### config.mk
export PLATFORM = sky130hd
export DESIGN_NAME = self_organizing_signal_rules
export DESIGN_NICKNAME = d
export VERILOG_FILES = /design/src/rtl/sosr_pkg.sv /design/src/rtl/sosr_table.sv /design/src/rtl/sosr_rules.sv /design/src/rtl/self_organizing_signal_rules.sv
export SDC_FILE = /design/constraint.sdc
export NUM_CORES = 1
export LEC_CHECK = 0
export BUFFER_PORTS_ARGS = -buffer_cell sky130_fd_sc_hd__buf_2
export CORE_MARGIN = 2
export CORE_UTILIZATION = 63
export DETAILED_ROUTE_END_ITERATION = 6
export GPL_TIMING_DRIVEN = 0
export PLACE_DENSITY_LB_ADDON = 0.2
export SLEW_MARGIN = 10
export SYNTH_ARGS = -nofsm -noshare
export SYNTH_HDL_FRONTEND = slang
export SYNTH_HIERARCHICAL = 1
export SYNTH_SLANG_ARGS = --single-unit
### constraint.sdc
create_clock -name clk -period 8.6 [get_ports clk]
set_input_delay 1.29 -clock clk [delete_from_list [all_inputs] [get_ports clk]]
set_output_delay 1.29 -clock clk [all_outputs]
set_load 0.1 [all_outputs]
### src/rtl/sosr_pkg.sv
package sosr_pkg;

  // Grid size of the controlled street network.
  localparam int ROWS = 4;
  localparam int COLS = 4;
  localparam int CELLS = ROWS * COLS;
  localparam int CELL_W = (CELLS > 1) ? $clog2(CELLS) : 1;

  localparam int TIMER_W = 16;
  localparam int CFG_DATA_W = 16;
  localparam int CFG_IDX_W = 2;

  localparam logic [TIMER_W-1:0] TIMER_MAX = {TIMER_W{1'b1}};

  // Configuration register indexes.
  localparam logic [CFG_IDX_W-1:0] CFG_MIN_GREEN = 2'd0;
  localparam logic [CFG_IDX_W-1:0] CFG_MAX_WAIT = 2'd1;
  localparam logic [CFG_IDX_W-1:0] CFG_DEMAND_THR = 2'd2;
  localparam logic [CFG_IDX_W-1:0] CFG_CLOSE_LIMIT = 2'd3;

  typedef struct packed {
    logic [1:0] row_index;
    logic [1:0] col_index;
    logic [7:0] h_demand_sum;
    logic [7:0] v_demand_sum;
    logic [7:0] h_near_count;
    logic [7:0] v_near_count;
    logic [7:0] h_close_count;
    logic [7:0] v_close_count;
    logic       h_blocked;
    logic       v_blocked;
  } in_item_t;

  typedef struct packed {
    logic h_green;
    logic v_green;
    logic phase_switched;
  } out_item_t;

  typedef struct packed {
    logic [15:0] min_green_time;
    logic [15:0] max_wait_time;
    logic [7:0]  demand_threshold;
    logic [7:0]  close_limit;
  } cfg_t;

  // Stored state of one intersection.
  typedef struct packed {
    logic               h_light;
    logic               v_light;
    logic [TIMER_W-1:0] h_timer;
    logic [TIMER_W-1:0] v_timer;
  } cell_state_t;

  localparam cell_state_t CELL_RESET = '{h_light: 1'b0, v_light: 1'b1,
                                         h_timer: '0, v_timer: '0};

  // Table slot of an intersection; coordinates beyond the grid saturate.
  function automatic logic [CELL_W-1:0] cell_of(input logic [1:0] row,
                                                input logic [1:0] col);
    int r;
    int c;
    r = (int'(row) >= ROWS) ? ROWS - 1 : int'(row);
    c = (int'(col) >= COLS) ? COLS - 1 : int'(col);
    return CELL_W'(r * COLS + c);
  endfunction

endpackage

### src/rtl/sosr_table.sv
module sosr_table (
  input  logic                        clk,
  input  logic                        rst_n,
  input  logic [sosr_pkg::CELL_W-1:0] rd_cell,
  output sosr_pkg::cell_state_t       rd_state,
  input  logic                        wr_en,
  input  logic [sosr_pkg::CELL_W-1:0] wr_cell,
  input  sosr_pkg::cell_state_t       wr_state
);
  import sosr_pkg::*;

  cell_state_t state_r [CELLS];

  // Reset loads every intersection with horizontal red, vertical green.
  always_ff @(posedge clk) begin
    if (!rst_n) begin
      for (int i = 0; i < CELLS; i++) begin
        state_r[i] <= CELL_RESET;
      end
    end else if (wr_en) begin
      state_r[wr_cell] <= wr_state;
    end
  end

  assign rd_state = state_r[rd_cell];

endmodule

### src/rtl/sosr_rules.sv
module sosr_rules (
  input  sosr_pkg::in_item_t    item,
  input  sosr_pkg::cfg_t        cfg,
  input  sosr_pkg::cell_state_t cur,
  output sosr_pkg::cell_state_t nxt,
  output logic                  switched
);
  import sosr_pkg::*;

  logic               hl;
  logic               vl;
  logic [TIMER_W-1:0] ht;
  logic [TIMER_W-1:0] vt;
  logic               halt;
  logic               do_sw;
  logic               demand_sw;

  // Rule chain, highest priority first.
  always_comb begin
    hl = cur.h_light;
    vl = cur.v_light;
    ht = cur.h_timer;
    vt = cur.v_timer;
    halt = 1'b0;
    do_sw = 1'b0;

    // Both red: give one approach green, unless both are blocked.
    if (!hl && !vl) begin
      if (!item.h_blocked) begin
        ht = '0; vt = '0; hl = 1'b1;
      end else if (!item.v_blocked) begin
        ht = '0; vt = '0; vl = 1'b1;
      end else begin
        halt = 1'b1;
      end
    end

    // A blocked approach goes red.
    if (!halt && item.h_blocked) begin
      hl = 1'b0; ht = '0;
    end
    if (!halt && item.v_blocked) begin
      vl = 1'b0; vt = '0;
    end

    demand_sw = (!item.v_blocked && hl && item.v_demand_sum >= cfg.demand_threshold) ||
                (!item.h_blocked && vl && item.h_demand_sum >= cfg.demand_threshold);

    if (!halt) begin
      priority if (!item.v_blocked && hl && item.v_near_count != 8'd0 &&
                   item.h_near_count == 8'd0) begin
        do_sw = 1'b1;
      end else if (!item.h_blocked && vl && item.h_near_count != 8'd0 &&
                   item.v_near_count == 8'd0) begin
        do_sw = 1'b1;
      end else if (hl && item.h_close_count != 8'd0 &&
                   item.h_close_count <= cfg.close_limit) begin
        do_sw = 1'b0;
      end else if (vl && item.v_close_count != 8'd0 &&
                   item.v_close_count <= cfg.close_limit) begin
        do_sw = 1'b0;
      end else if (hl && ht >= cfg.min_green_time) begin
        do_sw = (vt >= cfg.max_wait_time) || demand_sw;
      end else if (vl && vt >= cfg.min_green_time) begin
        do_sw = (ht >= cfg.max_wait_time) || demand_sw;
      end else begin
        do_sw = 1'b0;
      end
    end

    // A full switch clears both timers and swaps the lights.
    if (do_sw) begin
      vl = hl;
      hl = !hl;
      ht = '0;
      vt = '0;
    end

    nxt.h_light = hl;
    nxt.v_light = vl;
    nxt.h_timer = (ht == TIMER_MAX) ? ht : ht + 1'b1;
    nxt.v_timer = (vt == TIMER_MAX) ? vt : vt + 1'b1;
    switched = do_sw;
  end

endmodule

### src/rtl/self_organizing_signal_rules.sv
// Self-organising traffic signal controller for a grid of intersections.
// Each input beat names one intersection and carries its sensor counts; the
// block runs the prioritised rule chain on that intersection's stored lights
// and phase timers and returns one result beat with both lights and a flag
// that marks a full phase switch. A beat is taken on any cycle with start
// high (busy is never raised), so one beat per cycle is sustained; its
// result passes the input and result registers, is on out_valid for one
// cycle only and the receiver cannot stall it. The intersection table is
// read and written in the same stage, so back-to-back beats to the same
// intersection see each other's updates. The user must write configuration
// through cfg_ only while no beat is in flight; the block does not enforce it.
module self_organizing_signal_rules (
  input  logic                            clk,
  input  logic                            rst_n,
  input  logic                            start,
  output logic                            busy,
  input  sosr_pkg::in_item_t              in_item,
  output logic                            out_valid,
  output sosr_pkg::out_item_t             out_item,
  input  logic                            cfg_we,
  input  logic [sosr_pkg::CFG_IDX_W-1:0]  cfg_index,
  input  logic [sosr_pkg::CFG_DATA_W-1:0] cfg_data
);
  import sosr_pkg::*;

  cfg_t        cfg_r;
  logic        in_valid_r;
  in_item_t    in_item_r;
  logic        out_valid_r;
  out_item_t   out_item_r;
  logic [CELL_W-1:0] cell_idx;
  cell_state_t cur_state;
  cell_state_t nxt_state;
  logic        switched;

  assign busy = 1'b0;

  // Configuration registers.
  always_ff @(posedge clk) begin
    if (!rst_n) begin
      cfg_r <= '0;
    end else if (cfg_we) begin
      unique case (cfg_index)
        CFG_MIN_GREEN:   cfg_r.min_green_time <= cfg_data;
        CFG_MAX_WAIT:    cfg_r.max_wait_time <= cfg_data;
        CFG_DEMAND_THR:  cfg_r.demand_threshold <= cfg_data[7:0];
        CFG_CLOSE_LIMIT: cfg_r.close_limit <= cfg_data[7:0];
        default: ;
      endcase
    end
  end

  // Input register.
  always_ff @(posedge clk) begin
    if (!rst_n) begin
      in_valid_r <= 1'b0;
    end else begin
      in_valid_r <= start && !busy;
    end
  end

  always_ff @(posedge clk) begin
    if (start && !busy) begin
      in_item_r <= in_item;
    end
  end

  assign cell_idx = cell_of(in_item_r.row_index, in_item_r.col_index);

  sosr_table u_table (
    .clk      (clk),
    .rst_n    (rst_n),
    .rd_cell  (cell_idx),
    .rd_state (cur_state),
    .wr_en    (in_valid_r),
    .wr_cell  (cell_idx),
    .wr_state (nxt_state)
  );

  sosr_rules u_rules (
    .item     (in_item_r),
    .cfg      (cfg_r),
    .cur      (cur_state),
    .nxt      (nxt_state),
    .switched (switched)
  );

  // Result register.
  always_ff @(posedge clk) begin
    if (!rst_n) begin
      out_valid_r <= 1'b0;
    end else begin
      out_valid_r <= in_valid_r;
    end
  end

  always_ff @(posedge clk) begin
    if (in_valid_r) begin
      out_item_r.h_green <= nxt_state.h_light;
      out_item_r.v_green <= nxt_state.v_light;
      out_item_r.phase_switched <= switched;
    end
  end

  assign out_valid = out_valid_r;
  assign out_item = out_item_r;

  // Every accepted beat produces a result through the input and result registers.
  a_result_follows: assert property (@(posedge clk) disable iff (!rst_n)
    (start && !busy) |-> ##2 out_valid)
    else $error("accepted beat produced no result");

  a_no_spurious: assert property (@(posedge clk) disable iff (!rst_n)
    !in_valid_r |=> !out_valid)
    else $error("result without an accepted beat");

  // A full switch always leaves exactly one approach green.
  a_switch_one_green: assert property (@(posedge clk) disable iff (!rst_n)
    (out_valid && out_item.phase_switched) |-> (out_item.h_green != out_item.v_green))
    else $error("switch left both lights equal");

endmodule

==> flow_metrics.py <==
metrics = {
    "die": {
        "pin_count": 81,
        "die_x_microns": 228,
        "core-area_sq_um": 49800,
        "rows": 82,
        "initial_core_util": 0.634,
        "die_area_sq_um": 51900,
        "die_height_microns": 228,
    },
    "worst_setup_path": {
        "worstSetupEndpointType": "flop",
        "critPathKind": "reg2reg",
        "critPathMaxFanout": 10,
        "cpMostUsedCell": "buf_4",
        "arrival_ns": 8.73,
        "max_stage_delay_ns": 0.41,
        "cp_slowest_cell": "or3_1",
        "startpoint_type": "flop",
        "crit_required_ns": 8.95,
    },
    "grt": {
        "use_met3": 0.0668,
        "grt_util_met1": 0.437,
        "grt_pass1_vias": 20440,
        "grt_busiest_layer": "met2",
        "grtUsageTotal": 0.330,
        "gr-total-overflow": 0,
        "met2_usage": 0.540,
        "grt_pass1_wl_mm": 126,
        "antenna_found_initial": 0,
        "grt_max_degree": 56,
    },
    "yosys": {
        "yosysWarnings": 6,
        "avgSynthCellArea_sq_um": 13.9,
        "synth_edf_count": 601,
        "synthArstFlopShare": 0,
        "synth_cells": 2275,
        "synth_cell_types": 72,
        "syn_nets": 2445,
        "ys_ff_latch": 651,
        "ys.flop_type": "edfxtp_1",
        "syn_area_sq_um": 31600,
        "ys_seq_area_frac": 0.603,
    },
    "sta": {
        "relSlewSlack": 0.181,
        "finalHoldViolations": 0,
        "worst_slack_ns": 0.222,
        "setup_viol": 0,
        "final.min_clock_period_ns": 8.38,
        "finalMaxSlewViolations": 0,
        "tightest_slew_ns": 1.23,
        "fmax_mhz": 119,
        "final.setup_skew_ns": 0.0330,
        "fin_setup_tns_ns": 0,
        "fin_crit_sh": 0.974,
    },
    "power_and_ir_drop": {
        "powerDensity_nw_per_um2": 217,
        "power.switching_uw": 1990,
        "clockPowerShare": 0.394,
        "p_sw_frac": 0.255,
        "ir_worst_vdd_v": 0.000185,
        "combPwrFrac": 0.140,
        "p_leak_uw": 0.0135,
        "total_power_uw": 7780,
        "p_seq_frac": 0.466,
        "p_int_uw": 5790,
    },
    "placement": {
        "gp_congestion": 0.964,
        "post-place-ws_ns": -1.27,
        "hpwl_mm": 59.2,
        "portBuffers": 79,
    },
    "cts": {
        "htree_num_levels": 3,
        "cts_root_buf": "clkbuf_16",
        "clk_pin_slew_worst_paths_ns": 0.06,
        "clock_latency_ns": 0.62,
        "cts_buffers": 69,
        "numClockSinks": 651,
        "cts_buffer_depth": 3,
        "cts_tree": "done",
    },
    "route": {
        "drt_iter0_drc": 2208,
        "num_vias": 20072,
        "vias_per_cell": 6.32,
        "ant_nets": 0,
        "drt_pass1_iterations": 6,
        "wl_mm": 84.5,
        "drc": 0,
        "wire_per_inst_microns": 26.6,
    },
    "run_status": {
        "status": "complete, no violations",
    },
    "layout": {
        "num-fill-cells": 3262,
        "syn2layout_area_growth_pct": 13.7,
        "nets": 2618,
        "fin_util": 0.722,
        "seq_area_sq_um": 19000,
        "multi_input_area_sq_um": 11800,
        "drive_above_1_share": 0.192,
    },
    "run": {
        "drv_cap": 0,
    },
    "worst_hold_path": {
        "hold_class": "reg2reg",
    },
}
-- path summary, 6_finish.rpt --
check	from	endpoint	slack, ns	cells past startpoint
worst min register to register	cfg_r[15]	cfg_r[15]	0.46	2
worst max register to register	in_item_r[51]	u_table/state_r[4][1]	0.22	36
worst max-delay path	in_item_r[51]	u_table/state_r[4][1]	0.22	36
worst min-delay path	cfg_r[15]	cfg_r[15]	0.46	2
-- final cells by class --
type | count | share of cell area
Sequential cell | 651 | 0.530
Multi-Input combinational cell | 1398 | 0.329
Clock buffer | 94 | 0.0551
Tap cell | 672 | 0.0234
Buffer | 159 | 0.0231
Timing Repair Buffer | 104 | 0.0219
Clock inverter | 34 | 0.0105
Inverter | 65 | 0.00686
Antenna cell | 1 | 0.0000697
-- cell families after synthesis --
group           count (synthesis)  share of synthesized area
simple gates                  896                      0.165
mux                           186                      0.113
xor+xnor                       21                    0.00583
buf+inv                       226                     0.0314
compound gates                197                     0.0432
fa+ha+maj                      97                     0.0382
flops                         651                      0.603
other cells                     1                   0.000119
-- stage by stage --
| stage | cell area, sq um | std cells | hold slack (ns) |
|---|---|---|---|
| after global routing | 35900 | 3177 | 0.474 |
| final | 35900 | 3178 | 0.459 |
| after global placement | 32800 | 3026 | 0.445 |
| after detailed placement | 33300 | 3042 | 0.448 |
| after CTS | 35800 | 3174 | 0.461 |
| after floorplan | 31600 | 2275 | 0.435 |
-- sequential cells by signal, indices dropped and copies added (netlist names) --
name,flops
cfg_r,48
in_item_r,54
in_valid_r,1
u_table/state_r,544
out_item,3
out_valid,1
-- cells in the mapped netlist, types with 4 or more instances --
| library cell | number | share of area |
|---|---|---|
| nor2b_1 | 11 | 0.0022 |
| ha_1 | 94 | 0.037 |
| buf_2 | 28 | 0.0044 |
| buf_6 | 8 | 0.0029 |
| a21o_1 | 10 | 0.0024 |
| o21ai_0 | 28 | 0.0044 |
| and2_1 | 554 | 0.11 |
| xor2_1 | 7 | 0.0019 |
| edfxtp_1 | 601 | 0.57 |
| nand2_1 | 145 | 0.017 |
| nand4_1 | 15 | 0.0030 |
| nor2_1 | 45 | 0.0054 |
| o211ai_1 | 6 | 0.0014 |
| clkbuf_1 | 119 | 0.014 |
| and4_1 | 8 | 0.0022 |
| inv_1 | 64 | 0.0076 |
| a2111oi_0 | 5 | 0.0014 |
| nand2b_1 | 16 | 0.0032 |
| a21oi_1 | 41 | 0.0065 |
| nand3_1 | 25 | 0.0040 |
| and3_1 | 18 | 0.0036 |
| a211oi_1 | 4 | 0.00095 |
| nor4_1 | 11 | 0.0022 |
| nor3_2 | 8 | 0.0025 |
| mux4_2 | 136 | 0.097 |
| xnor2_1 | 14 | 0.0039 |
| mux2i_1 | 49 | 0.016 |
| a221oi_1 | 4 | 0.0011 |
| dfxtp_1 | 50 | 0.032 |
| or3_1 | 14 | 0.0028 |
| a22oi_1 | 69 | 0.016 |
| nor3_1 | 6 | 0.00095 |
-- power groups by stage --
| stage | Combinational [uW] | Sequential [uW] | Clock (uW) |
|---|---|---|---|
| 5_1_grt | 1160 | 3640 | 3210 |
| 4_1_cts | 1050 | 3630 | 3090 |
| 3_5_place_dp | 1030 | 3690 | 0 |
| 6_report | 1090 | 3630 | 3060 |
| 3_3_place_gp | 973 | 3700 | 0 |
| 2_1_floorplan | 630 | 3700 | 0 |
-- layout by cell type, fill, tap and decap left out, drive strengths merged, types with 41 or more instances in the layout --
cell and count:
a21oi 41, a22oi 69, and2 554, buf 146, clkbuf 211, dfxtp 50
edfxtp 601, ha 94, inv 68, mux2i 49, mux4 136, nand2 145
nor2 45
-- layer usage --
| metal | wire length, microns | share of wire | vias up |
|---|---|---|---|
| met3 | 8050 | 0.095 | 182 |
| li1 | - | - | 8747 |
| met2 | 40900 | 0.48 | 1072 |
| met4 | 3450 | 0.041 | 0 |
| met5 | 0 | 0 | - |
| met1 | 32100 | 0.38 | 10071 |
-- timing repair --
action,CTS,global route
buffers inserted,5,4
setup endpoints to repair,506,463
pin swaps,1,4
endpoints found under the hold margin,0,0
cloned,0,0
hold buffers,0,0
resized for setup,37,57
-- worst max-delay path: cells and delay by family, from the launching register on --
family,cells,cell delay (ns)
multiplexers,1,0.33
AO/OA/AOI/OAI,8,1.54
buffers and inverters,14,3.03
AND/OR/NAND/NOR,11,2.14
adder cells (fa/ha/maj),2,0.65
flip-flops,1,0.40
Note: power is estimated with default switching activity, not from simulation.
